**config.mk**
```make
export PLATFORM = sky130hd
export DESIGN_NAME = nvme_queue_command_tracker_flat
export DESIGN_NICKNAME = d
export VERILOG_FILES = /design/src/sv/nqct_pkg.sv /design/src/sv/nqct_if.sv /design/src/sv/nqct_slot_table.sv /design/src/sv/nqct_queue_ptrs.sv /design/src/sv/nvme_queue_command_tracker.sv /design/src/flat_wrapper.sv
export VERILOG_INCLUDE_DIRS = /design/src /design/src/sv
export SDC_FILE = /design/constraint.sdc
export NUM_CORES = 1
export LEC_CHECK = 0
export BUFFER_PORTS_ARGS = -buffer_cell sky130_fd_sc_hd__clkbuf_2
export CORE_UTILIZATION = 38
export DETAILED_ROUTE_END_ITERATION = 16
export PLACE_DENSITY_LB_ADDON = 0.05
export SLEW_MARGIN = 20
export SYNTH_ARGS = -nofsm -noshare
export SYNTH_HDL_FRONTEND = slang
export SYNTH_SLANG_ARGS = --single-unit
```
**constraint.sdc**
```tcl
create_clock -name clk_i -period 5.8 [get_ports clk_i]
set_clock_uncertainty 0.2 [all_clocks]
set_input_delay 0.58 -clock clk_i [delete_from_list [all_inputs] [get_ports clk_i]]
set_output_delay 0.58 -clock clk_i [all_outputs]
set_load 0.05 [all_outputs]
```
**src/sv/nvme_queue_command_tracker_macros.svh**
```systemverilog
// assertion macros for the nvme queue command tracker
// used by nqct_slot_table and nvme_queue_command_tracker, expects clk_i and rst_ni in scope
`ifndef NVME_QUEUE_COMMAND_TRACKER_MACROS_SVH
`define NVME_QUEUE_COMMAND_TRACKER_MACROS_SVH

`ifndef NO_ASSERTIONS

// plain property checked every cycle out of reset
`define NQCT_ASSERT(lbl, prop, msg) \
  lbl: assert property (@(posedge clk_i) disable iff (!rst_ni) (prop)) else $error(msg);

// same-cycle implication
`define NQCT_IMPL(lbl, ante, cons, msg) \
  lbl: assert property (@(posedge clk_i) disable iff (!rst_ni) (ante) |-> (cons)) \
    else $error(msg);

// next-cycle implication
`define NQCT_NEXT(lbl, ante, cons, msg) \
  lbl: assert property (@(posedge clk_i) disable iff (!rst_ni) (ante) |=> (cons)) \
    else $error(msg);

`else

`define NQCT_ASSERT(lbl, prop, msg)
`define NQCT_IMPL(lbl, ante, cons, msg)
`define NQCT_NEXT(lbl, ante, cons, msg)

`endif

`endif

```
**src/sv/nqct_pkg.sv**
```systemverilog
// shared types, constants and helpers of the nvme queue command tracker
// no dependencies; used by the interfaces and all modules
package nqct_pkg;

  localparam int unsigned QUEUE_DEPTH = 64;
  localparam int unsigned SLOT_COUNT  = 64;
  localparam int unsigned PTR_W       = $clog2(QUEUE_DEPTH);
  localparam int unsigned SLOT_W      = 6;
  localparam int unsigned ID_W        = 16;
  localparam int unsigned OFS_W       = 19;
  localparam int unsigned EXP_W       = 4;
  localparam int unsigned VAL_W       = 6;

  localparam logic [OFS_W-1:0] DOORBELL_BASE = 19'h01000;

  // slot status codes
  localparam logic [1:0] SLOT_FREE      = 2'd0;
  localparam logic [1:0] SLOT_IN_FLIGHT = 2'd1;
  localparam logic [1:0] SLOT_COMPLETED = 2'd2;

  // doorbell register indexes
  localparam logic [1:0] DB_ADMIN_SQ = 2'd0;
  localparam logic [1:0] DB_ADMIN_CQ = 2'd1;

  typedef enum logic [2:0] {
    ACT_ALLOC    = 3'd0,
    ACT_COMPLETE = 3'd1,
    ACT_RELEASE  = 3'd2,
    ACT_QUERY    = 3'd3,
    ACT_SUBMIT   = 3'd4
  } action_e;

  // slot table control and status
  typedef struct packed {
    logic              alloc;
    logic              complete;
    logic              release_slot;
    logic [SLOT_W-1:0] idx;
  } slot_op_t;

  typedef struct packed {
    logic              found;
    logic [SLOT_W-1:0] free_idx;
    logic [1:0]        state;
  } slot_info_t;

  // queue pointer control and status
  typedef struct packed {
    logic             q;
    logic             phase;
    logic             cpl_en;
    logic             sub_en;
    logic [PTR_W-1:0] sq_head;
  } queue_op_t;

  typedef struct packed {
    logic             entry_new;
    logic [PTR_W-1:0] cq_head_next;
    logic             sq_full;
    logic [PTR_W-1:0] sq_tail_next;
  } queue_info_t;

  // one result item
  typedef struct packed {
    logic [SLOT_W-1:0] granted_slot;
    logic              no_free_slot;
    logic              entry_consumed;
    logic              bad_cmd_tag;
    logic [1:0]        slot_state;
    logic              queue_full;
    logic              doorbell_write;
    logic [OFS_W-1:0]  doorbell_offset;
    logic [VAL_W-1:0]  doorbell_value;
  } rsp_t;

  // base plus index times (4 << exponent), wrapped to the offset width
  function automatic logic [OFS_W-1:0] doorbell_at(input logic [1:0] index,
                                                   input logic [EXP_W-1:0] stride_exp);
    logic [OFS_W-1:0] step;
    step = {{(OFS_W-2){1'b0}}, index} << ({1'b0, stride_exp} + 5'd2);
    return DOORBELL_BASE + step;
  endfunction

endpackage

```
**src/sv/nqct_if.sv**
```systemverilog
// request, response and configuration channel interfaces
// depends on nqct_pkg for field widths
interface nqct_req_if;
  import nqct_pkg::*;

  logic              valid;
  logic              ready;
  logic [2:0]        action;
  logic              queue_select;
  logic              entry_phase;
  logic [ID_W-1:0]   cmd_tag;
  logic [PTR_W-1:0]  entry_sq_head;

  modport source (output valid, action, queue_select, entry_phase, cmd_tag,
                  entry_sq_head, input ready);
  modport sink   (input valid, action, queue_select, entry_phase, cmd_tag,
                  entry_sq_head, output ready);
endinterface

interface nqct_rsp_if;
  import nqct_pkg::*;

  logic              valid;
  logic              ready;
  logic [SLOT_W-1:0] granted_slot;
  logic              no_free_slot;
  logic              entry_consumed;
  logic              bad_cmd_tag;
  logic [1:0]        slot_state;
  logic              queue_full;
  logic              doorbell_write;
  logic [OFS_W-1:0]  doorbell_offset;
  logic [VAL_W-1:0]  doorbell_value;

  modport source (output valid, granted_slot, no_free_slot, entry_consumed,
                  bad_cmd_tag, slot_state, queue_full, doorbell_write,
                  doorbell_offset, doorbell_value, input ready);
  modport sink   (input valid, granted_slot, no_free_slot, entry_consumed,
                  bad_cmd_tag, slot_state, queue_full, doorbell_write,
                  doorbell_offset, doorbell_value, output ready);
endinterface

interface nqct_cfg_if;
  import nqct_pkg::*;

  logic             valid;
  logic             ready;
  logic [EXP_W-1:0] data;

  modport source (output valid, data, input ready);
  modport sink   (input valid, data, output ready);
endinterface

```
**src/sv/nqct_slot_table.sv**
```systemverilog
// command slot status bits with lowest-free-slot priority encoder
// depends on nqct_pkg and the assertion macro header
`include "nvme_queue_command_tracker_macros.svh"

module nqct_slot_table (
  input  logic                clk_i,
  input  logic                rst_ni,
  input  nqct_pkg::slot_op_t   op_i,
  output nqct_pkg::slot_info_t info_o
);
  import nqct_pkg::*;

  // busy set = in flight, done set = completed, both clear = free
  logic [SLOT_COUNT-1:0] busy_q, busy_d;
  logic [SLOT_COUNT-1:0] done_q, done_d;
  logic [SLOT_COUNT-1:0] free_vec;

  assign free_vec = ~(busy_q | done_q);

  // lowest free slot
  always_comb begin
    info_o.found    = |free_vec;
    info_o.free_idx = '0;
    for (int i = SLOT_COUNT - 1; i >= 0; i--) begin
      if (free_vec[i]) begin
        info_o.free_idx = SLOT_W'(i);
      end
    end
  end

  // status of the addressed slot
  always_comb begin
    if (done_q[op_i.idx]) begin
      info_o.state = SLOT_COMPLETED;
    end else if (busy_q[op_i.idx]) begin
      info_o.state = SLOT_IN_FLIGHT;
    end else begin
      info_o.state = SLOT_FREE;
    end
  end

  // slot updates
  always_comb begin
    busy_d = busy_q;
    done_d = done_q;
    if (op_i.alloc && info_o.found) begin
      busy_d[info_o.free_idx] = 1'b1;
      done_d[info_o.free_idx] = 1'b0;
    end
    if (op_i.complete) begin
      busy_d[op_i.idx] = 1'b0;
      done_d[op_i.idx] = 1'b1;
    end
    if (op_i.release_slot) begin
      busy_d[op_i.idx] = 1'b0;
      done_d[op_i.idx] = 1'b0;
    end
  end

  always_ff @(posedge clk_i or negedge rst_ni) begin
    if (!rst_ni) begin
      busy_q <= '0;
      done_q <= '0;
    end else begin
      busy_q <= busy_d;
      done_q <= done_d;
    end
  end

  `NQCT_ASSERT(a_no_dual_state, !(|(busy_q & done_q)), "slot both in flight and completed")
  `NQCT_IMPL(a_found_is_free, info_o.found, !busy_q[info_o.free_idx] && !done_q[info_o.free_idx], "encoder picked a busy slot")
  `NQCT_NEXT(a_alloc_marks, op_i.alloc && info_o.found, busy_q[$past(info_o.free_idx)], "allocated slot not marked in flight")

endmodule

```
**src/sv/nqct_queue_ptrs.sv**
```systemverilog
// head, tail and phase registers of the admin and i/o queue pairs
// depends on nqct_pkg
module nqct_queue_ptrs (
  input  logic                 clk_i,
  input  logic                 rst_ni,
  input  nqct_pkg::queue_op_t   op_i,
  output nqct_pkg::queue_info_t info_o
);
  import nqct_pkg::*;

  logic [PTR_W-1:0] cq_head_q [2];
  logic [1:0]       cq_phase_q;
  logic [PTR_W-1:0] sq_head_q [2];
  logic [PTR_W-1:0] sq_tail_q [2];
  logic             cq_wrap;

  // completion side: new entry when phase differs, wrap at the last entry
  assign info_o.entry_new    = op_i.phase != cq_phase_q[op_i.q];
  assign cq_wrap             = cq_head_q[op_i.q] == PTR_W'(QUEUE_DEPTH - 1);
  assign info_o.cq_head_next = cq_wrap ? '0 : cq_head_q[op_i.q] + 1'b1;

  // submission side: full when tail plus one meets the head
  assign info_o.sq_tail_next = (sq_tail_q[op_i.q] == PTR_W'(QUEUE_DEPTH - 1)) ? '0
                             : sq_tail_q[op_i.q] + 1'b1;
  assign info_o.sq_full      = info_o.sq_tail_next == sq_head_q[op_i.q];

  always_ff @(posedge clk_i or negedge rst_ni) begin
    if (!rst_ni) begin
      cq_head_q  <= '{default: '0};
      cq_phase_q <= '0;
      sq_head_q  <= '{default: '0};
      sq_tail_q  <= '{default: '0};
    end else begin
      if (op_i.cpl_en && info_o.entry_new) begin
        cq_head_q[op_i.q] <= info_o.cq_head_next;
        sq_head_q[op_i.q] <= op_i.sq_head;
        if (cq_wrap) begin
          cq_phase_q[op_i.q] <= ~cq_phase_q[op_i.q];
        end
      end
      if (op_i.sub_en && !info_o.sq_full) begin
        sq_tail_q[op_i.q] <= info_o.sq_tail_next;
      end
    end
  end

endmodule

```
**src/sv/nvme_queue_command_tracker.sv**
```systemverilog
// top level of the nvme queue command tracker: input register, event decode, result register
// depends on nqct_pkg, nqct_if, nqct_slot_table, nqct_queue_ptrs and the macro header
//
// Usage
//   req_i carries one event per request: allocate, completion entry, release, query or
//   submit, with queue select, phase tag, command id and reported submission head.
//   rsp_o returns exactly one result request per event, in order.
//   cfg_i writes the doorbell stride exponent; it is always ready, and the user must write
//   it only while no event is in progress: the block itself does not enforce this.
// Pipeline and throughput
//   an accepted event is held in the input register and evaluated against the slot
//   bits and queue pointers; its result enters the result register when that is empty
//   or being read (two-register path). One event per cycle is sustained unless rsp_o
//   is held off; the limit is the 64-bit slot read-modify-write and its priority encoder.
// Reset
//   rst_ni clears every slot to free, all heads, tails and phases to zero and the
//   stride exponent to zero; both registers come up empty.
// Stall
//   while rsp_o is held off the result stays in its register, one more event waits in
//   the input register and req_i.ready drops until the result is taken.
`include "nvme_queue_command_tracker_macros.svh"

module nvme_queue_command_tracker (
  input  logic             clk_i,
  input  logic             rst_ni,
  nqct_req_if.sink         req_i,
  nqct_rsp_if.source       rsp_o,
  nqct_cfg_if.sink         cfg_i
);
  import nqct_pkg::*;

  // input register
  logic              in_valid_q;
  logic [2:0]        action_q;
  logic              queue_sel_q;
  logic              phase_q;
  logic [ID_W-1:0]   cmd_id_q;
  logic [PTR_W-1:0]  sq_head_q;

  logic              rsp_valid_q, rsp_valid_d;
  rsp_t              rsp_q, rsp_d;
  logic [EXP_W-1:0]  stride_exp_q;

  logic              advance;
  logic              go;
  logic              id_ok;
  slot_op_t          slot_op;
  slot_info_t        slot_info;
  queue_op_t         queue_op;
  queue_info_t       queue_info;

  assign advance     = !rsp_valid_q || rsp_o.ready;
  assign go          = in_valid_q && advance;
  assign req_i.ready = !in_valid_q || advance;
  assign cfg_i.ready = 1'b1;
  assign id_ok       = cmd_id_q < ID_W'(SLOT_COUNT);

  // queue pointer control
  always_comb begin
    queue_op         = '0;
    queue_op.q       = queue_sel_q;
    queue_op.phase   = phase_q;
    queue_op.sq_head = sq_head_q;
    if (go) begin
      case (action_q)
        ACT_COMPLETE: queue_op.cpl_en = 1'b1;
        ACT_SUBMIT:   queue_op.sub_en = 1'b1;
        default: ;
      endcase
    end
  end

  // slot table control
  always_comb begin
    slot_op     = '0;
    slot_op.idx = cmd_id_q[SLOT_W-1:0];
    if (go) begin
      case (action_q)
        ACT_ALLOC:   slot_op.alloc        = 1'b1;
        ACT_RELEASE: slot_op.release_slot = id_ok;
        default: ;
      endcase
    end
    slot_op.complete = queue_op.cpl_en && queue_info.entry_new && id_ok;
  end

  nqct_slot_table u_slot_table (
    .clk_i  (clk_i),
    .rst_ni (rst_ni),
    .op_i   (slot_op),
    .info_o (slot_info)
  );

  nqct_queue_ptrs u_queue_ptrs (
    .clk_i  (clk_i),
    .rst_ni (rst_ni),
    .op_i   (queue_op),
    .info_o (queue_info)
  );

  // result of the event in the input register
  always_comb begin
    rsp_d = '0;
    case (action_q)
      ACT_ALLOC: begin
        if (slot_info.found) begin
          rsp_d.granted_slot = slot_info.free_idx;
        end else begin
          rsp_d.no_free_slot = 1'b1;
        end
      end
      ACT_COMPLETE: begin
        if (queue_info.entry_new) begin
          rsp_d.bad_cmd_tag     = !id_ok;
          rsp_d.entry_consumed  = 1'b1;
          rsp_d.doorbell_write  = 1'b1;
          rsp_d.doorbell_offset = doorbell_at({queue_sel_q, DB_ADMIN_CQ[0]}, stride_exp_q);
          rsp_d.doorbell_value  = VAL_W'(queue_info.cq_head_next);
        end
      end
      ACT_RELEASE: begin
        rsp_d.bad_cmd_tag = !id_ok;
      end
      ACT_QUERY: begin
        rsp_d.bad_cmd_tag = !id_ok;
        rsp_d.slot_state  = id_ok ? slot_info.state : SLOT_FREE;
      end
      ACT_SUBMIT: begin
        if (queue_info.sq_full) begin
          rsp_d.queue_full = 1'b1;
        end else begin
          rsp_d.doorbell_write  = 1'b1;
          rsp_d.doorbell_offset = doorbell_at({queue_sel_q, DB_ADMIN_SQ[0]}, stride_exp_q);
          rsp_d.doorbell_value  = VAL_W'(queue_info.sq_tail_next);
        end
      end
      default: ;
    endcase
  end

  // result register valid
  always_comb begin
    rsp_valid_d = rsp_valid_q;
    if (go) begin
      rsp_valid_d = 1'b1;
    end else if (rsp_o.ready) begin
      rsp_valid_d = 1'b0;
    end
  end

  // control registers
  always_ff @(posedge clk_i or negedge rst_ni) begin
    if (!rst_ni) begin
      in_valid_q   <= 1'b0;
      rsp_valid_q  <= 1'b0;
      stride_exp_q <= '0;
    end else begin
      rsp_valid_q <= rsp_valid_d;
      if (req_i.ready) begin
        in_valid_q <= req_i.valid;
      end
      if (cfg_i.valid) begin
        stride_exp_q <= cfg_i.data;
      end
    end
  end

  // payload registers
  always_ff @(posedge clk_i) begin
    if (req_i.valid && req_i.ready) begin
      action_q    <= req_i.action;
      queue_sel_q <= req_i.queue_select;
      phase_q     <= req_i.entry_phase;
      cmd_id_q    <= req_i.cmd_tag;
      sq_head_q   <= req_i.entry_sq_head;
    end
    if (go) begin
      rsp_q <= rsp_d;
    end
  end

  // response port
  assign rsp_o.valid           = rsp_valid_q;
  assign rsp_o.granted_slot    = rsp_q.granted_slot;
  assign rsp_o.no_free_slot    = rsp_q.no_free_slot;
  assign rsp_o.entry_consumed  = rsp_q.entry_consumed;
  assign rsp_o.bad_cmd_tag     = rsp_q.bad_cmd_tag;
  assign rsp_o.slot_state      = rsp_q.slot_state;
  assign rsp_o.queue_full      = rsp_q.queue_full;
  assign rsp_o.doorbell_write  = rsp_q.doorbell_write;
  assign rsp_o.doorbell_offset = rsp_q.doorbell_offset;
  assign rsp_o.doorbell_value  = rsp_q.doorbell_value;

  `NQCT_IMPL(a_consume_rings, rsp_valid_q && rsp_q.entry_consumed, rsp_q.doorbell_write, "no doorbell")
  `NQCT_IMPL(a_full_silent, rsp_valid_q && rsp_q.queue_full, !rsp_q.doorbell_write, "full rings")
  `NQCT_IMPL(a_stall_blocks, in_valid_q && !advance, !req_i.ready, "input taken while full")

endmodule
```
**src/flat_wrapper.sv**
```systemverilog
// flat-port wrapper written by rule: the top's interface ports become plain ports
module nvme_queue_command_tracker_flat import nqct_pkg::*;
  (clk_i, rst_ni, req_i_valid, req_i_action, req_i_queue_select, req_i_entry_phase, req_i_cmd_tag, req_i_entry_sq_head, req_i_ready, rsp_o_valid, rsp_o_granted_slot, rsp_o_no_free_slot, rsp_o_entry_consumed, rsp_o_bad_cmd_tag, rsp_o_slot_state, rsp_o_queue_full, rsp_o_doorbell_write, rsp_o_doorbell_offset, rsp_o_doorbell_value, rsp_o_ready, cfg_i_valid, cfg_i_data, cfg_i_ready);
  nqct_req_if req_i_i ();
  nqct_rsp_if rsp_o_i ();
  nqct_cfg_if cfg_i_i ();
  input  logic clk_i;
  input  logic rst_ni;
  input wire logic [$bits(req_i_i.valid)-1:0] req_i_valid;
  input wire logic [$bits(req_i_i.action)-1:0] req_i_action;
  input wire logic [$bits(req_i_i.queue_select)-1:0] req_i_queue_select;
  input wire logic [$bits(req_i_i.entry_phase)-1:0] req_i_entry_phase;
  input wire logic [$bits(req_i_i.cmd_tag)-1:0] req_i_cmd_tag;
  input wire logic [$bits(req_i_i.entry_sq_head)-1:0] req_i_entry_sq_head;
  output wire logic [$bits(req_i_i.ready)-1:0] req_i_ready;
  output wire logic [$bits(rsp_o_i.valid)-1:0] rsp_o_valid;
  output wire logic [$bits(rsp_o_i.granted_slot)-1:0] rsp_o_granted_slot;
  output wire logic [$bits(rsp_o_i.no_free_slot)-1:0] rsp_o_no_free_slot;
  output wire logic [$bits(rsp_o_i.entry_consumed)-1:0] rsp_o_entry_consumed;
  output wire logic [$bits(rsp_o_i.bad_cmd_tag)-1:0] rsp_o_bad_cmd_tag;
  output wire logic [$bits(rsp_o_i.slot_state)-1:0] rsp_o_slot_state;
  output wire logic [$bits(rsp_o_i.queue_full)-1:0] rsp_o_queue_full;
  output wire logic [$bits(rsp_o_i.doorbell_write)-1:0] rsp_o_doorbell_write;
  output wire logic [$bits(rsp_o_i.doorbell_offset)-1:0] rsp_o_doorbell_offset;
  output wire logic [$bits(rsp_o_i.doorbell_value)-1:0] rsp_o_doorbell_value;
  input wire logic [$bits(rsp_o_i.ready)-1:0] rsp_o_ready;
  input wire logic [$bits(cfg_i_i.valid)-1:0] cfg_i_valid;
  input wire logic [$bits(cfg_i_i.data)-1:0] cfg_i_data;
  output wire logic [$bits(cfg_i_i.ready)-1:0] cfg_i_ready;
  assign req_i_i.valid = req_i_valid;
  assign req_i_i.action = req_i_action;
  assign req_i_i.queue_select = req_i_queue_select;
  assign req_i_i.entry_phase = req_i_entry_phase;
  assign req_i_i.cmd_tag = req_i_cmd_tag;
  assign req_i_i.entry_sq_head = req_i_entry_sq_head;
  assign req_i_ready = req_i_i.ready;
  assign rsp_o_valid = rsp_o_i.valid;
  assign rsp_o_granted_slot = rsp_o_i.granted_slot;
  assign rsp_o_no_free_slot = rsp_o_i.no_free_slot;
  assign rsp_o_entry_consumed = rsp_o_i.entry_consumed;
  assign rsp_o_bad_cmd_tag = rsp_o_i.bad_cmd_tag;
  assign rsp_o_slot_state = rsp_o_i.slot_state;
  assign rsp_o_queue_full = rsp_o_i.queue_full;
  assign rsp_o_doorbell_write = rsp_o_i.doorbell_write;
  assign rsp_o_doorbell_offset = rsp_o_i.doorbell_offset;
  assign rsp_o_doorbell_value = rsp_o_i.doorbell_value;
  assign rsp_o_i.ready = rsp_o_ready;
  assign cfg_i_i.valid = cfg_i_valid;
  assign cfg_i_i.data = cfg_i_data;
  assign cfg_i_ready = cfg_i_i.ready;
  nvme_queue_command_tracker u_core (.clk_i(clk_i), .rst_ni(rst_ni), .req_i(req_i_i), .rsp_o(rsp_o_i), .cfg_i(cfg_i_i));
endmodule
```
-- Word level (Yosys, flattened, before mapping)
Cells that the tools add are included.
- bits in registers: 237
- bits of input ports: 36
- output and inout bits: 41
- word-level logic and storage cells: 206
- add/subtract/negate cells: 5
- $lt $le $gt $ge: 9
- eq/ne operators: 8
- shift-type cells: 2
- mux-type cells: 117
- bitwise logic cells: 14
- reductions and logical operators: 24
- operator list (kind ; number):
    $mux 6 ; 76
    $mux 64 ; 6
    $and 64x64->64 ; 4
    $not 64->64 ; 3
    $or 64x64->64 ; 3
    $reduce_or 64->1 ; 1
    $mux 26 ; 2
    $pmux 26 s2 ; 1
    $add 13x19->19 const A ; 2
    $shl 2x5->19 ; 2
    $bwmux 12 ; 3
    $mux 1 ; 18
    $lt 16x7->1 const B ; 1
    $lt 6x7->1 const B ; 2
    $add 6x1->6 const B ; 2
    $bmux 1 s6 ; 2
    $demux 1 s6 ; 2
    $eq 6x6->1 const B ; 2
    $ge 6x1->1 const B ; 2
    $logic_and 1x1->1 ; 10
    $demux 6 s1 ; 1
    $eq 3x2->1 const B ; 2
    $eq 6x6->1 ; 1
    $mux 2 ; 3
    20 further kinds ; 28

-- Depth between registers and ports, before layout
Gate-level depths: netlist (run 1).
- depth after elaboration: 77
- depth in mapped cells: 16
- mapped depth without buffers: 10

-- Cells and area by module
A second synthesis (run 1) with hierarchy kept.
- cells, all modules: 1266
- area, all modules: 12689.7 um2
- modules (own cells, without submodules) (module ; instances ; cells an instance ; area each (um2) ; sequential area each (um2)):
    nqct_slot_table ; 1 ; 864 ; 7462.2 ; 3203.1
    nvme_queue_command_tracker ; 1 ; 207 ; 2961.6 ; 2102.0
    nqct_queue_ptrs ; 1 ; 195 ; 2265.9 ; 950.9

-- Worst setup path after synthesis (run 1)
OpenSTA, ideal clock, no wires.
- path kind: reg2reg
- start: reg u_core.queue_sel_q
- end: reg u_core.rsp_q (netlist bit u_core.rsp_o.doorbell_offset[18]) (data pin)
- setup time: 0.259 ns
- arrival time: 3.658 ns
- required time: 5.341 ns
- slack: 1.683 ns
- stages on the path, launching flop included: 17
- buffers on the path: 6
- period minus slack after synthesis: 4.117 ns
- cell sequence: edfxtp_1 -> buf_6 -> buf_6 -> buf_2 -> buf_1 -> mux2_2 -> ha_1 -> clkbuf_1 -> xnor2_1 -> xnor2_1 -> a2111oi_4 -> o2111ai_2 -> o31ai_4 -> buf_4 -> nor2_1 -> a31oi_1 -> nor2_1
- word-level cells in the longest chain between the ends: 9
- elaborated cells on any way between the ends: 21
- classes of those cells: add/sub: 3; eq/ne: 3; shift: 2; mux: 12; bitwise: 1
- RTL lines (element ; RTL line ; RTL):
    start, declared ; nvme_queue_command_tracker.sv:35 ; logic queue_sel_q;
    start signal, assigned ; nvme_queue_command_tracker.sv:172 ; queue_sel_q <= req_i.queue_select;
    $not 1->2 (implied by the code) ; nqct_queue_ptrs.sv:23, nqct_queue_ptrs.sv:24, nqct_queue_ptrs.sv:25 ;
    $mux 6 (implied by the code) (3 in a row) ; nqct_queue_ptrs.sv:23, nqct_queue_ptrs.sv:24 ;
    $add 6x1->6 or $eq 6x6->1 (tied branches) ; nqct_queue_ptrs.sv:24, nqct_queue_ptrs.sv:23 ;
    $mux 6 ; nqct_queue_ptrs.sv:23 ; assign info_o.sq_tail_next = (sq_tail_q[op_i.q] == PTR_W'(QUEUE_DEPTH - 1)) ? '0
    $eq 6x6->1 ; nqct_queue_ptrs.sv:25 ; assign info_o.sq_full = info_o.sq_tail_next == sq_head_q[op_i.q];
    $mux 26 ; nvme_queue_command_tracker.sv:129 ; if (queue_info.sq_full) begin
    $pmux 26 s2 * ; nvme_queue_command_tracker.sv:104 ; case (action_q)
    end signal, assigned ; nvme_queue_command_tracker.sv:178 ; rsp_q <= rsp_d;
    end, declared ; nvme_queue_command_tracker.sv:41 ; rsp_t rsp_q, rsp_d;
Every way passes the cells marked *; elsewhere a longest branch is shown, timed or not. The select of a mux whose other input is x is not followed.
A chain may end at the register's enable or synchronous reset.

-- Final worst setup path (run 1)
- start: reg u_core.queue_sel_q
- end: reg u_core.rsp_q (netlist bit u_core.rsp_o.doorbell_offset[5]) (data pin)
The elaborated chain is that of the path after synthesis.

==> out/qor.log, run 1 <==
qor: status.status completed
qor: clock_tree.cts.clk_slew.worst_paths 0.06 ns
qor: setup_path.reg2reg_slack 1.55 ns
qor: clock_tree.cts_max_path_buffers 3
qor: grt.grt_first_pass_wirelength 66.0 mm
qor: clock_tree.cts.root.buffer_cell sky130_fd_sc_hd__clkbuf_16
qor: sta.fin_ws 1.55 ns
qor: sta.tightestPinTransition 1.09 ns
qor: sta.slew_viol_final 0
qor: die.pin_count 77
qor: clock_tree.clock_sink_count 237
qor: placement.gpl.final_weighted_congestion 0.938
qor: synth.netlist_instances 1,271
qor: die.initial_utilization 0.388
qor: placement.io_buffers 75
qor: route.finalWirelength 42.4 mm
qor: setup_path.worst_r2r_endpoint u_core.rsp_o.doorbell_offset[5]
qor: synth.syn-mean-instance-area 9.65 um^2
qor: setup_path.arrival 4.31 ns
qor: setup_path.worst_r2r_startpoint u_core.queue_sel_q
qor: route.remaining_routing_drc_violations 0
qor: sta.setup_viol 0
qor: route.firstDrtPassIters 6
qor: setup_path.critPathKind flip-flop to flip-flop
qor: grt.first_global_vias 10,800
qor: power_and_ir_drop.power.static_leakage 5.54 nW
qor: finish.design_area_final 14,100 um^2
qor: die.die_area 33,000 um^2
qor: die.fp-row-count 65
qor: clock_tree.clk_latency 0.56 ns
qor: finish.area.growth.synth_to_final 14.9%
qor: synth.seq_area_frac_synth 0.510
qor: grt.global_route.overflow_total 0
qor: synth.postSynth.asyncResetShare 0.726
qor: setup_path.worst_setup_start_kind flip-flop
qor: route.detail-route-antenna-nets 0
qor: sta.tns 0 ns
qor: route.dr.first_iter.drc_count 1,061
qor: power_and_ir_drop.power-per-cell-area 309 nW/um^2
qor: route.avgRoutedWirePerCell 24.0 um
qor: synth.post_synth_instance_area 12,300 um^2
qor: synth.yosys_register_bits 237
qor: finish.layout_commonest_cell sky130_fd_sc_hd__a21oi_1
qor: sta.final_min_period_over_clock_period 0.732
qor: sta.unrepaired_setup_endpoints_after_global_routing no
qor: power_and_ir_drop.total_power 0.00436 W
qor: clock_tree.tritoncts_clock_tree yes
qor: grt.grt.total_usage 0.260
qor: sta.hold_viol_final 0
qor: synth.synthesis.nets 1,312
qor: synth.synth_enable_flop_cells 65
qor: sta.timing.hold.ws 0.0265 ns
qor: sta.fmaxAchievable 236 MHz
qor: setup_path.end_kind flip-flop
qor: die.core_area 31,600 um^2
qor: route.routed_vias_inst 6.10
qor: setup_path.timing.critical_path.fanout_max 43
qor: setup_path.worst-r2r-cell-count 11
qor: placement.placement.cell_area 13,100 um^2
qor: setup_path.cp_data_required_time 5.86 ns
qor: synth.yosysWarnings 0
qor: sta.finalCriticalPeriod 4.25 ns
qor: min_path.hold_depth 1
qor: route.routed-via-count 10,800
qor: finish.final_net_count 1,387
qor: min_path.min_delay_worst_endpoint u_core.cmd_id_q[6]
qor: min_path.hold_start req_i_cmd_tag[6]
qor: sta.maxSlewHeadroom 0.268
qor: die.die-height 182 um
qor: power_and_ir_drop.ir_drop 0.203 mV
qor: placement.post-place-ws 1.57 ns
qor: clock_tree.postCtsSetupBuffers 0
qor: clock_tree.numCtsBuffers 28
qor: grt.grt_max_degree 81
qor: synth.synthFlopType sky130_fd_sc_hd__dfrtp_1
qor: clock_tree.number_of_h_tree_levels 1
qor: grt.number_of_antenna_violations_at_the_first_check_in_global_routing 0
qor: finish.antenna-diode-count 0
qor: job.total_of_max_cap_violations 0
qor: die.die_w 182 um
qor: finish.most_used_cells_in_the_layout_excluding_fill_and_tap_cells sky130_fd_sc_hd__a21oi_1, sky130_fd_sc_hd__dfrtp_1, sky130_fd_sc_hd__nor2_1
qor: synth.ys_types 75
qor: finish.drive_gt1_frac 0.132
qor: min_path.min_path_type primary input to flip-flop
qor: placement.place_hpwl 28.2 mm
-- synth_stat cells (all sizes together), types with 19 or more instances --
library cell | count | area [um^2]
a22oi | 41 | 308
clkbuf | 45 | 169
a31oi | 21 | 131
o21ai | 35 | 175
o22ai | 44 | 275
nor3 | 37 | 195
dfrtp | 172 | 4300
nor2 | 153 | 577
edfxtp | 65 | 1950
buf | 19 | 97.6
nor4 | 22 | 180
a22o | 19 | 166
mux2 | 21 | 236
a21oi | 220 | 1100
nand2 | 115 | 432
-- critical path, stage by stage, from the launching register on --
cell and delay (ns):
sky130_fd_sc_hd__edfxtp_1 0.32, sky130_fd_sc_hd__buf_4 0.46, sky130_fd_sc_hd__mux2_2 0.44, sky130_fd_sc_hd__ha_1 0.33
sky130_fd_sc_hd__xnor2_1 0.19, sky130_fd_sc_hd__xnor2_1 0.18, sky130_fd_sc_hd__a2111oi_4 0.37, sky130_fd_sc_hd__o2111ai_2 0.22
sky130_fd_sc_hd__o31ai_4 0.71, sky130_fd_sc_hd__o21ai_0 0.15, sky130_fd_sc_hd__o21ai_1 0.29, sky130_fd_sc_hd__nor3_1 0.10
-- cell families after synthesis --
family                     after synthesis  share of synthesized area
AOI/OAI and AO/OA                      476                      0.247
xor gates and xnor gates                24                     0.0194
adders and majority gates                5                    0.00510
buffers and inverters                   74                     0.0248
DFF                                    237                      0.510
muxes                                   32                     0.0283
other                                    1                   0.000306
and+or+nand+nor                        422                      0.165
-- sequential cells by signal (all words and copies together), names as in the netlist, 2 cells and up --
register / flops
u_core.stride_exp_q: 4
u_core.sq_head_q: 6
u_core.u_queue_ptrs.sq_head_q: 12
u_core.rsp_o.slot_state: 2
u_core.rsp_o.doorbell_offset: 19
u_core.u_slot_table.busy_q: 64
u_core.action_q: 3
u_core.cmd_id_q: 16
u_core.u_queue_ptrs.cq_phase_q: 2
u_core.u_queue_ptrs.sq_tail_q: 12
u_core.u_slot_table.done_q: 64
u_core.rsp_o.granted_slot: 6
u_core.rsp_o.doorbell_value: 6
u_core.u_queue_ptrs.cq_head_q: 12
-- routing by layer --
layer / GRT usage / routed length [um] / vias up / part of all wire
met1: 0.355 / 18700 / 5265 / 0.44
met2: 0.418 / 19500 / 462 / 0.46
met4: 0.101 / 1670 / 0 / 0.039
met3: 0.0379 / 2590 / 92 / 0.061
li1: - / - / 4979 / -
met5: 0 / 0 / - / 0
-- power breakdown --
part	switching [W]	internal, W
logic	0.000515	0.000208
clock network	0.000697	0.00103
registers	0.0000829	0.00182
total	0.00129	0.00306
-- area by class of cell --
class                      instances  area (um^2)
sequential                       237         6260
fill                            3068        17500
multi-input combinational        960         5730
tap                              402          503
clock buffer                      45          806
clock inverter                     7         87.6
timing repair buffer             109          672
inverter                          10         37.5
-- per-stage QoR --
stage	util	std cells
floorplan	-	1271
global placement	0.413	1704
detailed placement	0.413	1704
CTS	0.445	1770
global route	0.446	1770
finish	0.446	1770
-- worst max path at each step --
stage,start,endpoint,slack (ns),cells after the start
final,u_core.queue_sel_q,u_core.rsp_o.doorbell_offset[5],1.55,11
after global placement,u_core.queue_sel_q,u_core.rsp_o.doorbell_offset[5],1.57,11
after floorplan,u_core.queue_sel_q,u_core.rsp_o.doorbell_offset[18],1.68,16
after global routing,u_core.queue_sel_q,u_core.rsp_o.doorbell_offset[5],1.19,11
after detailed placement,u_core.queue_sel_q,u_core.rsp_o.doorbell_offset[3],1.57,11
after CTS,u_core.queue_sel_q,u_core.rsp_o.doorbell_offset[7],1.56,11
-- timing repair --
action | 4_1_cts | 5_1_grt
gates resized for setup | 0 | 0
hold endpoints to repair | 91 | 0
hold buffers | 14 | 0
Power figures use the tool's default switching activity.
==> run 2: changes to the inputs <==
==> constraint.sdc (replaced) <==
create_clock -name clk_i -period 3.55 [get_ports clk_i]
set_clock_uncertainty 0.2 [all_clocks]
set_input_delay 0.355 -clock clk_i [delete_from_list [all_inputs] [get_ports clk_i]]
set_output_delay 0.355 -clock clk_i [all_outputs]
set_load 0.05 [all_outputs]
==> run 2 against run 1 <==
  * Critical path depth is the same
  * Worst setup slack worse by 1.4 ns
  * Critical endpoint is now u_core.rsp_o.doorbell_offset[18]
  * Clock power increased by 64%
  * First-iteration DRC count fell by 5.7%
  * Sequential power up 64%
  * Register-to-register slack worse by 1.4 ns
  * Via count up 2.6%
  * Combinational power increased by 88%
  * Worst hold slack better by 0.17 ns
  * Critical path type unchanged
  * Clock-buffer cell count down 11
==> out/qor.log, run 2 (synthesized netlist as in run 1, its figures left out) <==
qor: setup_path.end_kind flip-flop
qor: setup_path.timing.critical_path.buf_inv 1
qor: finish.antenna-diode-count 0
qor: clock_tree.numCtsBuffers 27
qor: power_and_ir_drop.power.static_leakage 5.84 nW
qor: die.pin_count 77
qor: route.met1Wirelength 18.6 mm
qor: sta.unrepaired_setup_endpoints_after_global_routing no
qor: sta.maxSlewHeadroom 0.370
qor: power_and_ir_drop.power.net_switching 0.00223 W
qor: setup_path.crit_path_cell_trace mux2_2 -> ha_4 -> nand4b_1 -> nand2_2 -> xnor3_1 -> o2111ai_2 -> o31ai_4 -> buf_4 -> nor2_2 -> a31oi_1 -> nor2_1
qor: route.remaining_routing_drc_violations 0
qor: setup_path.timing.critical_path.max_delay_family compound AO/OA/AOI/OAI gates
qor: die.die-height 182 um
qor: setup_path.worst-r2r-cell-count 11
qor: setup_path.critical-path-slowest-cell sky130_fd_sc_hd__edfxtp_1
qor: route.dr.first_iter.drc_count 1,000
qor: sta.finalCriticalPeriod 3.39 ns
qor: die.fp-row-count 65
qor: setup_path.timing.critical_path.depth 11
qor: sta.tightestPinTransition 0.945 ns
qor: route.firstDrtPassIters 5
qor: route.highest_layer met4
qor: sta.final_min_period_over_clock_period 0.955
qor: clock_tree.clock_sink_count 237
qor: grt.first_global_vias 11,100
qor: die.core_area 31,600 um^2
qor: placement.place_hpwl 30.0 mm
qor: route.routed-via-count 11,100
qor: route.finalWirelength 43.3 mm
qor: status.status completed
qor: grt.grt_max_degree 73
qor: route.avgRoutedWirePerCell 23.7 um
qor: placement.gpl.final_weighted_congestion 0.938
qor: die.die_area 33,000 um^2
qor: clock_tree.cts.root.buffer_cell sky130_fd_sc_hd__clkbuf_16
qor: die.initial_utilization 0.388
qor: setup_path.arrival 3.48 ns
qor: clock_tree.cts.clk_slew.worst_paths 0.06 ns
qor: power_and_ir_drop.ir_drop 0.445 mV
qor: setup_path.worst_setup_start_kind flip-flop
qor: finish.most_used_cells_in_the_layout_excluding_fill_and_tap_cells sky130_fd_sc_hd__a21oi_1, sky130_fd_sc_hd__dfrtp_1, sky130_fd_sc_hd__nor2_1
qor: sta.slew_viol_final 0
qor: power_and_ir_drop.seq_power_share 0.427
qor: setup_path.crit_path_max_incr_delay 0.49 ns
qor: die.die_w 182 um
qor: clock_tree.clk_latency 0.56 ns
qor: job.total_of_max_cap_violations 0
qor: finish.layout.cells.non_filler 1,828
qor: min_path.min_path_type primary input to asynchronous set/reset pin
qor: finish.final_net_count 1,446
qor: route.dr_wl_met3 2.54 mm
qor: finish.layout_commonest_cell sky130_fd_sc_hd__a21oi_1
qor: clock_tree.cts_max_path_buffers 3
qor: route.route.met2.wl 20.5 mm
qor: power_and_ir_drop.clock_power_share 0.388
qor: setup_path.cp_data_required_time 3.64 ns
qor: placement.numPlacedInstances 1,736
qor: sta.setup_viol 0
qor: grt.number_of_antenna_violations_at_the_first_check_in_global_routing 0
qor: power_and_ir_drop.cell_internal_pwr 0.00507 W
qor: finish.drive_gt1_frac 0.163
qor: setup_path.critPathKind flip-flop to flip-flop
qor: placement.io_buffers 75
qor: setup_path.timing.critical_path.fanout_max 7
qor: power_and_ir_drop.power_frac_comb 0.186
qor: grt.grt_first_pass_wirelength 67.4 mm
qor: route.detail-route-antenna-nets 0
qor: sta.hold_viol_final 0
qor: sta.fmaxAchievable 295 MHz
qor: power_and_ir_drop.power-per-cell-area 496 nW/um^2
qor: grt.global_route.overflow_total 0
qor: power_and_ir_drop.fraction_of_power_spent_switching_nets 0.306
qor: finish.area.growth.synth_to_final 19.9%
qor: route.routed_vias_inst 6.06
qor: power_and_ir_drop.total_power 0.00730 W
qor: grt.grt.total_usage 0.266
qor: clock_tree.number_of_h_tree_levels 1
qor: clock_tree.tritoncts_clock_tree yes
[run 2: cell types whose count changed in the layout (fill, tap and decap cells not counted), moves of 3 or more]
| cell | delta |
|---|---|
| sky130_fd_sc_hd__clkbuf_1 | -11 |
| sky130_fd_sc_hd__dlygate4sd3_1 | +25 |
| sky130_fd_sc_hd__buf_4 | +32 |
| sky130_fd_sc_hd__clkinv_2 | +3 |
[run 2: area by class of cell]
| cell class | count | area, um^2 |
|---|---|---|
| Timing Repair Buffer | 169 | 1210 |
| Clock buffer | 34 | 742 |
| Multi-Input combinational cell | 960 | 5810 |
| Inverter | 10 | 37.5 |
| Sequential cell | 237 | 6260 |
| Clock inverter | 16 | 154 |
| Tap cell | 402 | 503 |
| Fill cell | 3040 | 16900 |
[run 2: power groups by stage]
stage | combinational (W) | clock, W | sequential (W)
CTS | 0.00133 | 0.00288 | 0.00311
global route | 0.00145 | 0.00298 | 0.00313
floorplan | 0.000714 | 0 | 0.00322
global placement | 0.00130 | 0 | 0.00317
detailed placement | 0.00129 | 0 | 0.00316
finish | 0.00136 | 0.00283 | 0.00311
[run 2: repair_timing]
action | 4_1_cts | 5_1_grt
hold buffers | 39 | 0
setup endpoints to repair | 9 | 77
endpoints found under the hold margin | 101 | 0
setup buffers | 0 | 3
pin swaps | 1 | 1
gates resized for setup | 0 | 7
[run 2: worst paths after layout]
kind / start / to / slack (ns)
worst max-delay path: u_core.queue_sel_q / u_core.rsp_o.doorbell_offset[18] / 0.16
worst min-delay path: rst_ni / u_core.u_queue_ptrs.sq_head_q[4] / 0.20
worst max register to register: u_core.queue_sel_q / u_core.rsp_o.doorbell_offset[18] / 0.16
worst min register to register: u_core.sq_head_q[1] / u_core.u_queue_ptrs.sq_head_q[1] / 0.28
max in group asynchronous: rst_ni / u_core.u_slot_table.done_q[52] / 2.23
min in group clk_i: u_core.sq_head_q[1] / u_core.u_queue_ptrs.sq_head_q[1] / 0.28
[run 2: per-stage QoR]
step | util | TNS (ns) | hold slack [ns] | area (um^2) | setup WS [ns]
finish | 0.465 | 0 | 0.198 | 14700 | 0.159
global route | 0.465 | 0 | 0.248 | 14700 | 0.0220
CTS | 0.463 | 0 | 0.211 | 14700 | 0.00240
detailed placement | 0.423 | -0.0708 | 0.230 | 13400 | -0.0272
global placement | 0.423 | 0 | 0.228 | 13400 | 0.0609
floorplan | - | -0.160 | -0.141 | 12300 | -0.0355
[run 2: per-layer routing]
metal,vias to the layer above,track usage
met4,0,0.0973
met3,103,0.0317
met5,-,0
li1,5073,-
met1,5474,0.353
met2,433,0.446
==> run 3: changes to the inputs <==
--- a/config.mk
+++ b/config.mk
@@ -10,6 +10,7 @@
 export CORE_UTILIZATION = 38
 export DETAILED_ROUTE_END_ITERATION = 16
 export PLACE_DENSITY_LB_ADDON = 0.05
+export RECOVER_POWER = 100
 export SLEW_MARGIN = 20
 export SYNTH_ARGS = -nofsm -noshare
 export SYNTH_HDL_FRONTEND = slang
==> run 3 against run 2 <==
  * The flow now finishes with violations (max-capacitance violations, max-slew violations)
  * Worst hold slack better by 0.078 ns
  * Worst setup slack got worse by 0.028 ns
  * Sequential power about the same
  * Maximum frequency decreased by 0.81%
  * Critical endpoint unchanged
  * Critical path type unchanged
  * Utilization down 0.39 points
  * Clock power hardly changed
  * Cell count stayed put
  * Combinational power barely moved
  * First-iteration DRC count down 6.1%
  * Cell area shrank 0.83%
  * Largest cell class unchanged
  * Largest power group unchanged
  * Sequential share of layout area rose by 0.36 points
==> out/qor.log, run 3 (synthesized netlist as in run 1, its figures left out) <==
qor: grt.global_route.overflow_total 0
qor: placement.post-place-ws -0.0272 ns
qor: route.firstDrtPassIters 6
qor: finish.design_area_final 14,600 um^2
qor: placement.io_buffers 75
qor: min_path.min_delay_worst_endpoint u_core.u_queue_ptrs.sq_head_q[1]
qor: route.dr_wl_met3 2.58 mm
qor: route.route.met2.wl 20.5 mm
qor: setup_path.worst_r2r_endpoint u_core.rsp_o.doorbell_offset[18]
qor: power_and_ir_drop.power-per-cell-area 499 nW/um^2
qor: min_path.hold_depth 2
qor: finish.area.growth.synth_to_final 18.9%
qor: power_and_ir_drop.fraction_of_power_spent_switching_nets 0.306
qor: sta.unrepaired_setup_endpoints_after_global_routing no
qor: placement.gpl.final_weighted_congestion 0.938
qor: placement.placement.cell_area 13,400 um^2
qor: setup_path.worst-r2r-cell-count 11
qor: die.core_area 31,600 um^2
qor: setup_path.reg2reg_slack 0.13 ns
qor: finish.drive_gt1_frac 0.128
qor: power_and_ir_drop.power.net_switching 0.00223 W
qor: sta.setup_viol 0
qor: die.die-height 182 um
qor: sta.hold_viol_final 0
qor: setup_path.worst_path_most_repeated_cell sky130_fd_sc_hd__nor2_1
qor: power_and_ir_drop.power.static_leakage 5.68 nW
qor: finish.most_used_cells_in_the_layout_excluding_fill_and_tap_cells sky130_fd_sc_hd__a21oi_1, sky130_fd_sc_hd__dfrtp_1, sky130_fd_sc_hd__nor2_1
qor: job.total_of_max_cap_violations 2
qor: setup_path.timing.critical_path.depth 11
qor: clock_tree.cts_max_path_buffers 3
qor: grt.grt_max_degree 73
qor: finish.layout_commonest_cell sky130_fd_sc_hd__a21oi_1
qor: power_and_ir_drop.power_frac_comb 0.183
qor: setup_path.worst_r2r_startpoint u_core.queue_sel_q
qor: sta.timing.hold.ws 0.276 ns
qor: min_path.min_path_type flip-flop to flip-flop
qor: route.routed-via-count 11,100
qor: setup_path.timing.critical_path.buf_inv 1
qor: grt.first_global_vias 11,100
qor: clock_tree.tritoncts_clock_tree yes
qor: power_and_ir_drop.cell_internal_pwr 0.00505 W
qor: clock_tree.cts.clk_slew.worst_paths 0.06 ns
qor: clock_tree.numCtsBuffers 27
qor: setup_path.crit_path_cell_trace mux2_2 -> ha_4 -> nand4b_1 -> nand2_2 -> xnor3_1 -> o2111ai_2 -> o31ai_4 -> buf_4 -> nor2_1 -> a31oi_1 -> nor2_1
qor: route.remaining_routing_drc_violations 0
qor: status.status complete, but fails checks
qor: placement.place_hpwl 30.0 mm
qor: finish.final_net_count 1,446
qor: grt.grt_first_pass_wirelength 67.4 mm
qor: min_path.hold_start u_core.sq_head_q[1]
qor: grt.number_of_antenna_violations_at_the_first_check_in_global_routing 0
qor: route.finalWirelength 43.4 mm
qor: sta.maxSlewHeadroom -0.201
qor: clock_tree.cts.root.buffer_cell sky130_fd_sc_hd__clkbuf_16
qor: setup_path.cp_data_required_time 3.64 ns
qor: die.fp-row-count 65
qor: status.violations max-capacitance violations, max-slew violations
qor: power_and_ir_drop.seq_power_share 0.428
qor: finish.antenna-diode-count 0
qor: die.die_area 33,000 um^2
qor: setup_path.end_kind flip-flop
qor: sta.slew_viol_final 101
qor: power_and_ir_drop.clock_power_share 0.389
qor: sta.final_min_period_over_clock_period 0.963
qor: route.detail-route-antenna-nets 0
qor: setup_path.timing.critical_path.max_delay_family compound AO/OA/AOI/OAI gates
qor: clock_tree.clock_sink_count 237
qor: die.initial_utilization 0.388
qor: route.routed_vias_inst 6.08
qor: die.pin_count 77
qor: route.highest_layer met4
qor: die.die_w 182 um
qor: sta.tightestPinTransition 1.80 ns
qor: grt.grt.total_usage 0.266
qor: setup_path.timing.critical_path.fanout_max 7
qor: sta.fin_ws 0.131 ns
qor: route.met1Wirelength 18.6 mm
qor: setup_path.crit_path_max_incr_delay 0.49 ns
qor: power_and_ir_drop.ir_drop 0.436 mV
qor: sta.tns 0 ns
qor: route.dr.first_iter.drc_count 939
qor: setup_path.critPathKind flip-flop to flip-flop
qor: setup_path.worst_setup_start_kind flip-flop
qor: clock_tree.number_of_h_tree_levels 1
qor: setup_path.arrival 3.51 ns
qor: route.avgRoutedWirePerCell 23.8 um
qor: sta.fmaxAchievable 292 MHz
qor: power_and_ir_drop.total_power 0.00728 W
qor: clock_tree.clk_latency 0.56 ns
qor: sta.finalCriticalPeriod 3.42 ns
qor: setup_path.critical-path-slowest-cell sky130_fd_sc_hd__edfxtp_1
run 3: power by group through the flow:
stage | Clock, W | Sequential, W | Combinational [W]
2_1_floorplan | 0 | 0.00322 | 0.000714
5_1_grt | 0.00298 | 0.00314 | 0.00142
4_1_cts | 0.00288 | 0.00311 | 0.00133
3_5_place_dp | 0 | 0.00316 | 0.00129
3_3_place_gp | 0 | 0.00317 | 0.00130
6_report | 0.00283 | 0.00312 | 0.00133
run 3: routing by layer:
layer / track usage / vias to the layer above
met3: 0.0317 / 106
met5: 0 / -
met2: 0.446 / 450
li1: - / 5085
met4: 0.0973 / 0
met1: 0.353 / 5480
run 3: layout make-up:
type                            count  area [um^2]
Multi-Input combinational cell    960         5800
Clock inverter                     16          154
Fill cell                        3070        17000
Timing Repair Buffer              169         1100
Tap cell                          402          503
Inverter                           10         37.5
Clock buffer                       34          742
Sequential cell                   237         6260
run 3: worst max path at each step:
stage | from | to
finish | u_core.queue_sel_q | u_core.rsp_o.doorbell_offset[18]
global route | u_core.queue_sel_q | u_core.rsp_o.doorbell_offset[18]
CTS | u_core.queue_sel_q | u_core.rsp_o.doorbell_offset[18]
detailed placement | u_core.queue_sel_q | u_core.rsp_o.doorbell_offset[18]
global placement | u_core.queue_sel_q | u_core.rsp_o.doorbell_offset[11]
floorplan | u_core.queue_sel_q | u_core.u_queue_ptrs.sq_tail_q[9]
run 3: timing repair:
action                                 4_1_cts  5_1_grt
resized for setup                            0        7
pin swaps                                    1        1
setup endpoints to repair                    9       77
buffers inserted                             0        3
endpoints found under the hold margin      101        0
hold buffers                                39        0
run 3: metrics by stage:
step	utilization	instances
2_1_floorplan	-	1271
3_3_place_gp	0.423	1736
3_5_place_dp	0.423	1736
4_1_cts	0.463	1825
5_1_grt	0.461	1828
6_report	0.461	1828
run 3: worst min-delay path, cell delays in order, from the launching register on:
cell and delay [ns]:
sky130_fd_sc_hd__edfxtp_1 0.34, sky130_fd_sc_hd__nand2_1 0.05, sky130_fd_sc_hd__nand2_1 0.05
